[src/icov_pkg.sv]
// Shared types and constants for the interval coverage accumulator.
// Holds the transaction structs, the region table entry, the controller
// state type and the command and status groups. Depends on nothing.
package icov_pkg;

  // Region table sizing
  localparam int MAX_REGIONS = 1024;
  localparam int IDX_W       = $clog2(MAX_REGIONS);
  localparam int USED_W      = IDX_W + 1;

  // Field widths
  localparam int CONTIG_W = 16;
  localparam int POS_W    = 31;
  localparam int LEN_W    = 16;
  localparam int RIDX_W   = 10;
  localparam int CNT_W    = 48;
  localparam int NCTG_W   = 17;
  localparam int CPOS_W   = POS_W + 1;

  localparam logic [NCTG_W-1:0] NUM_CONTIGS_RST = NCTG_W'(65536);

  // Request codes
  localparam logic [1:0] REQ_APPEND = 2'd0;
  localparam logic [1:0] REQ_READ   = 2'd1;
  localparam logic [1:0] REQ_RBACK  = 2'd2;

  // Status codes
  localparam logic [1:0] ST_OK      = 2'd0;
  localparam logic [1:0] ST_FULL    = 2'd1;
  localparam logic [1:0] ST_IGNORED = 2'd2;

  typedef struct packed {
    logic [1:0]          req_type;
    logic [CONTIG_W-1:0] contig_id;
    logic [POS_W-1:0]    pos_start;
    logic [POS_W-1:0]    region_end_pos;
    logic [LEN_W-1:0]    read_len;
    logic [RIDX_W-1:0]   region_index;
  } icov_req_t;

  typedef struct packed {
    logic [1:0]          status;
    logic [CONTIG_W-1:0] out_contig;
    logic [POS_W-1:0]    out_start;
    logic [POS_W-1:0]    out_end;
    logic [CNT_W-1:0]    out_count;
  } icov_res_t;

  typedef struct packed {
    logic [CONTIG_W-1:0] contig;
    logic [POS_W-1:0]    start_pos;
    logic [POS_W-1:0]    end_pos;
    logic [CNT_W-1:0]    count;
  } icov_ent_t;

  typedef enum logic [2:0] {
    S_IDLE,
    S_FETCH,
    S_CHECK,
    S_OVL,
    S_ADD,
    S_RESP
  } icov_state_e;

  // Controller to datapath
  typedef struct packed {
    logic       capture;
    logic       append_wr;
    logic       rback_rd;
    logic       walk_init;
    logic       walk_rd;
    logic       walk_inc;
    logic       ld_bounds;
    logic       ld_ov;
    logic       acc_wr;
    logic       set_status;
    logic [1:0] status;
    logic       rback_ok;
    logic       load_out;
  } icov_cmd_t;

  // Datapath to controller
  typedef struct packed {
    logic [1:0] req_type;
    logic       contig_ign;
    logic       full;
    logic       idx_bad;
    logic       walk_end;
    logic       mismatch;
    logic       skip;
    logic       stop;
    logic       out_free;
  } icov_sts_t;

endpackage

[src/icov_ctrl.sv]
// Controller state machine for the interval coverage accumulator.
// Decodes requests, sequences the table walk and hands off results.
// Depends on icov_pkg.
module icov_ctrl import icov_pkg::*; (
  input  logic      clk_i,
  input  logic      rst_ni,
  input  logic      in_valid_i,
  output logic      in_stall_o,
  input  icov_sts_t sts_i,
  output icov_cmd_t cmd_o
);

  icov_state_e state_q, state_d;

  // State register
  always_ff @(posedge clk_i or negedge rst_ni) begin
    if (!rst_ni) begin
      state_q <= S_IDLE;
    end else begin
      state_q <= state_d;
    end
  end

  assign in_stall_o = (state_q != S_IDLE);

  // Next state and commands
  always_comb begin
    state_d = state_q;
    cmd_o   = '0;
    unique case (state_q)
      S_IDLE: begin
        if (in_valid_i) begin
          cmd_o.capture    = 1'b1;
          cmd_o.set_status = 1'b1;
          cmd_o.status     = ST_OK;
          state_d          = S_RESP;
          unique case (sts_i.req_type)
            REQ_APPEND: begin
              if (sts_i.contig_ign) begin
                cmd_o.status = ST_IGNORED;
              end else if (sts_i.full) begin
                cmd_o.status = ST_FULL;
              end else begin
                cmd_o.append_wr = 1'b1;
              end
            end
            REQ_READ: begin
              if (sts_i.contig_ign) begin
                cmd_o.status = ST_IGNORED;
              end else begin
                cmd_o.walk_init = 1'b1;
                state_d         = S_FETCH;
              end
            end
            REQ_RBACK: begin
              if (sts_i.idx_bad) begin
                cmd_o.status = ST_FULL;
              end else begin
                cmd_o.rback_rd = 1'b1;
                cmd_o.rback_ok = 1'b1;
              end
            end
            default: begin
              cmd_o.status = ST_OK;
            end
          endcase
        end
      end
      S_FETCH: begin
        if (sts_i.walk_end) begin
          state_d = S_RESP;
        end else begin
          cmd_o.walk_rd = 1'b1;
          state_d       = S_CHECK;
        end
      end
      S_CHECK: begin
        if (sts_i.mismatch || sts_i.skip) begin
          cmd_o.walk_inc = 1'b1;
          state_d        = S_FETCH;
        end else if (sts_i.stop) begin
          state_d = S_RESP;
        end else begin
          cmd_o.ld_bounds = 1'b1;
          state_d         = S_OVL;
        end
      end
      S_OVL: begin
        cmd_o.ld_ov = 1'b1;
        state_d     = S_ADD;
      end
      S_ADD: begin
        cmd_o.acc_wr   = 1'b1;
        cmd_o.walk_inc = 1'b1;
        state_d        = S_FETCH;
      end
      S_RESP: begin
        if (sts_i.out_free) begin
          cmd_o.load_out = 1'b1;
          state_d        = S_IDLE;
        end
      end
      default: begin
        state_d = S_IDLE;
      end
    endcase
  end

endmodule

[config.mk]
export PLATFORM = sky130hd
export DESIGN_NAME = icov_ctrl
export DESIGN_NICKNAME = d
export VERILOG_FILES = /design/src/icov_pkg.sv /design/src/icov_ctrl.sv
export SDC_FILE = /design/constraint.sdc
export NUM_CORES = 1
export LEC_CHECK = 0
export CAP_MARGIN = 20
export CORE_AREA = 2 2 39 41
export CTS_BUF_LIST = sky130_fd_sc_hd__clkbuf_8 sky130_fd_sc_hd__clkbuf_16
export CTS_CLUSTER_DIAMETER = 200
export CTS_CLUSTER_SIZE = 30
export DETAILED_ROUTE_END_ITERATION = 10
export DIE_AREA = 0 0 41 43
export DONT_BUFFER_PORTS = 1
export PLACE_DENSITY = 0.39
export SKIP_CTS_REPAIR_TIMING = 1
export SLEW_MARGIN = 0
export SYNTH_ARGS = -nofsm -noshare
export SYNTH_HDL_FRONTEND = slang
export SYNTH_SLANG_ARGS = --single-unit
[constraint.sdc]
create_clock -name clk_i -period 1.5 [get_ports clk_i]
set_clock_uncertainty 0.05 [all_clocks]
set_input_delay 0.225 -clock clk_i [delete_from_list [all_inputs] [get_ports clk_i]]
set_output_delay 0.225 -clock clk_i [all_outputs]
set_load 0.005 [all_outputs]
After elaboration in Yosys (flattened, before gate mapping). Cells that the tools add are included.

Multipliers: 0. Add/subtract/negate cells: 0. Order comparisons: 0. Equality and inequality tests: 9. Bitwise logic cells: 0. Divide/modulo/power cells: 0. Reduce and logical (&&, ||, !) cells: 5. Shifts and indexed selects: 0. Muxes and demuxes: 35.

Operators with widths (number): $mux W3 (7); $mux W1 (19); $pmux W3 S6 (1); $mux W4 (4); $eq A3 B2 Y1 const B (2); $eq A3 B3 Y1 const B (2); $pmux W2 S3 (1); $mux W2 (2); $ne A2 B2 Y1 const B (2); $eq A3 B1 Y1 const B (1); $logic_not A3 Y1 (1); $reduce_bool A3 Y1 (1); $eq A2 B1 Y1 const B (1); $eq A2 B2 Y1 const B (1); $logic_not A2 Y1 (1); $pmux W1 S2 (1); $reduce_and A2 Y1 (1); $logic_or A1 B1 Y1 (1).

Memories kept: 0. Bits in latches: 0. ROM bits: 0. Output and inout port bits: 15. Register bits: 3. Bits of input ports: 13. RAM bits: 0.

Longest topological paths before layout.
Depth after elaboration: 5. Gate-level depth with buffers: 4. Mapped depth without buffers: 3.

Least setup slack after synthesis. OpenSTA, ideal clock, no wires.

Path kind: register to output. From: register state_q[2]. To: output port cmd_o[11] in the netlist's numbering. Slack: -239 ps. Arrival: 1464 ps. Data required time: 1225 ps. Stages on the path, launching flop included: 4. Buffers on the path: 1. Cell sequence: dfrtp_1 or4b_4 nor4_1 buf_4.

RTL lines: start, declared (RTL line icov_ctrl.sv:13) `icov_state_e state_q, state_d;`; start signal, assigned (RTL line icov_ctrl.sv:20) `state_q <= state_d;`; end, declared (RTL line icov_ctrl.sv:10) `output icov_cmd_t cmd_o`.

==> reports/qor.csv <==
stage,metric,value,unit
outcome,violated checks,negative setup slack,
floorplan,IO Count,28,
placement,Placer Congestion,0.731,
sta,Max Slew Vio Count,0,
sta,max_slew headroom,74.3,%
pwr,Power Dens Cells,1740,nW/um^2
floorplan,Die Area,1760,um^2
cells_and_area,Layout area overhead,52.0,%
cells_and_area,most common library cell in the layout ignoring fill and taps,nor2_1,
synth,distinct cell type count after synthesis,25,
global_routing,pin count of the biggest net entering global routing,15,
cells_and_area,max reg flops,3,
cells_and_area,"Core Util, Final",38.1,%
worst_setup_path,critical path depth,3,
worst_setup_path,crit path capture type,primary output,
detailed_routing,routed wire length,971,um
detailed_routing,Residual DRC,0,
global_routing,Congestion Overflow GR,0,
worst_setup_path,Critical Path Start Type,flip-flop,
synth,Syn Inst Count,47,
floorplan,core region area,1380,um^2
sta,Achievable Freq,0.560,GHz
synth,"top cells by area, synth","dfrtp_1 (22%), nor2_1 (6.5%), nor3b_1 (6.5%)",
worst_setup_path,Setup Crit Path Kind,reg2out,
worst_setup_path,Slowest cell on crit path,or4b_4,
cells_and_area,most frequent cells in the layout,"nor2_1 (6), buf_4 (5), inv_1 (4)",
floorplan,Chip Height,43,um
worst_setup_path,arrival time worst endpoint,1.51,ns
worst_setup_path,CP Data Required Time,1.22,ns
global_routing,GRT Total Usage,11.3,%
sta,fin crit share,119,%
floorplan,row cnt,14,
synth,fraction of registers with async set/reset,100,%
sta,Fin. Hold Viols,0,
placement,DP HPWL,763,um
cells_and_area,final net count,68,
cells_and_area,Fill cells,148,
worst_setup_path,Crit path largest cell delay,0.57,ns
clock_tree,worst-skew pair later-pin latency,0.21,ns
cells_and_area,layout cells sized above 1,38.9,%
worst_setup_path,"CP delay by family, top",simple AND/OR/NAND/NOR gates,
synth,Synth top area share,21.7,%
detailed_routing,Avg WL per Cell,13.9,um
clock_tree,worst-case clock buffer depth,2,
synth,number of synthesized flops with an enable pin,0,
sta,Final WS setup,-0.287,ns
cells_and_area,biggest regs,state_q x3,
worst_hold_path,HP Class,in2reg,
synth,Seq cells post-synth,3,
clock_tree,Clock Sinks,3,
global_routing,initial antenna violation count,0,
synth,Synth Flop Type,dfrtp_1,
detailed_routing,first-pass iteration count of the detailed router,3,
global_routing,global-route wire length before repair,1.35,mm
outcome,outcome,"finished, violations left",
cells_and_area,Final Cell Area,527,um^2
global_routing,vias in the first global route,385,
clock_tree,CTS tree,done,
detailed_routing,detailed-route via count,380,
clock_tree,CTS H-tree depth,1,
synth,post-synthesis cell area,347,um^2
worst_hold_path,WHS Path Cells,3,
cells_and_area,# diodes,0,
worst_setup_path,CP bufs+invs,0,
placement,Post-Place Cell Area,408,um^2
sta,RSZ-0062 raised after global routing,yes,
worst_setup_path,worst r2r path cells,4,
synth,Synthesized Nets,60,
clock_tree,clock-pin slew on the worst setup and hold paths,0.03,ns
worst_setup_path,largest fanout on the critical path,4,
cells_and_area,Top reg by flops,state_q,
detailed_routing,Routed Antenna Nets,0,
detailed_routing,initial drt markers,4,
synth,mean area per synthesized cell,7.37,um^2
sta,final setup vio count,10,
detailed_routing,vias per cell,5.43,
sta,slew at the pin with the worst max-slew slack,0.381,ns
pwr,Peak supply drop,0.574,mV
clock_tree,CTS Root Cell,clkbuf_8,
floorplan,die width,41,um
run,Max-Cap Viols,0,
pwr,Leakage,0.217,nW
worst_setup_path,"Cell Chain, Critical Path","or4b_4, nand2b_4, nor3b_4",
synth,"area leader, netlist",dfrtp_1,
sta,min cycle time layout,1.79,ns
placement,Port Buf Inserts,0,
synth,"Seq/Total Area, Yosys",21.7,%
synth,Yosys warning total,0,
floorplan,Starting Density,25.0,%
clock_tree,total clock buffers created by CTS,3,
## routing by layer
metal | part of all wire (%) | wire [um] | GRT usage [%]
met4 | 0 | 0 | 8.67
met1 | 36 | 348 | 9.74
met2 | 57 | 554 | 20.3
met5 | 0 | 0 | 0
met3 | 7.0 | 68 | 2.09
## per-stage QoR
stage | std cells | hold slack [ns] | total power, mW | setup WS, ns | setup TNS [ns]
after floorplan | 47 | -0.121 | 0.474 | -0.0880 | -0.272
final | 70 | 0.203 | 0.917 | -0.287 | -1.60
after CTS | 68 | -0.347 | 0.841 | -0.293 | -1.83
after detailed placement | 64 | -0.121 | 0.609 | -0.0669 | -0.215
after global routing | 70 | 0.208 | 0.993 | -0.344 | -2.34
after global placement | 64 | -0.121 | 0.601 | -0.0452 | -0.162
## logic make-up (layout without fill, tap and decap cells)
kind of cell	after synthesis	count (layout)	share of synthesized area (%)
compound gates	12	12	21.3
simple gates	25	25	47.3
flops	3	3	21.7
buf+inv	7	14	9.75
## synthesized netlist by cell type, drive strengths merged (2+ instances only)
library cell,instances
a21oi,3
a31oi,2
and2,2
buf,2
clkbuf,2
dfrtp,3
inv,3
nand2,2
nor2,6
nor3b,3
nor4,3
o21ai,3
## area by class of cell
type / count / area [um^2] / area share (%)
tap: 16 / 20.0 / 3.80
clock inverter: 1 / 3.75 / 0.713
multi-input combinational: 37 / 317 / 60.1
inverter: 3 / 11.3 / 2.14
sequential: 3 / 75.1 / 14.3
clock buffer: 3 / 41.3 / 7.84
timing repair buffer: 7 / 58.8 / 11.2
## power breakdown
group / internal [mW] / switching (mW)
Sequential: 0.119 / 0.0173
Combinational: 0.275 / 0.282
Clock: 0.174 / 0.0499
Total: 0.568 / 0.349
## worst min-delay path, stage by stage
cell,delay (ns)
nor4bb_2,0.04
a21oi_2,0.10
a31oi_1,0.05
## worst paths after layout
kind                       slack (ns)          to  startpoint
max in group asynchronous        1.03  state_q[0]      rst_ni
hold / removal                   0.20  state_q[2]    sts_i[0]
setup reg to reg                 0.05  state_q[2]  state_q[2]
setup / recovery                -0.29   cmd_o[10]  state_q[1]
hold reg to reg                  0.54  state_q[1]  state_q[2]
min in group asynchronous        0.22  state_q[2]      rst_ni
No activity file was read; power rests on OpenSTA's default activity.
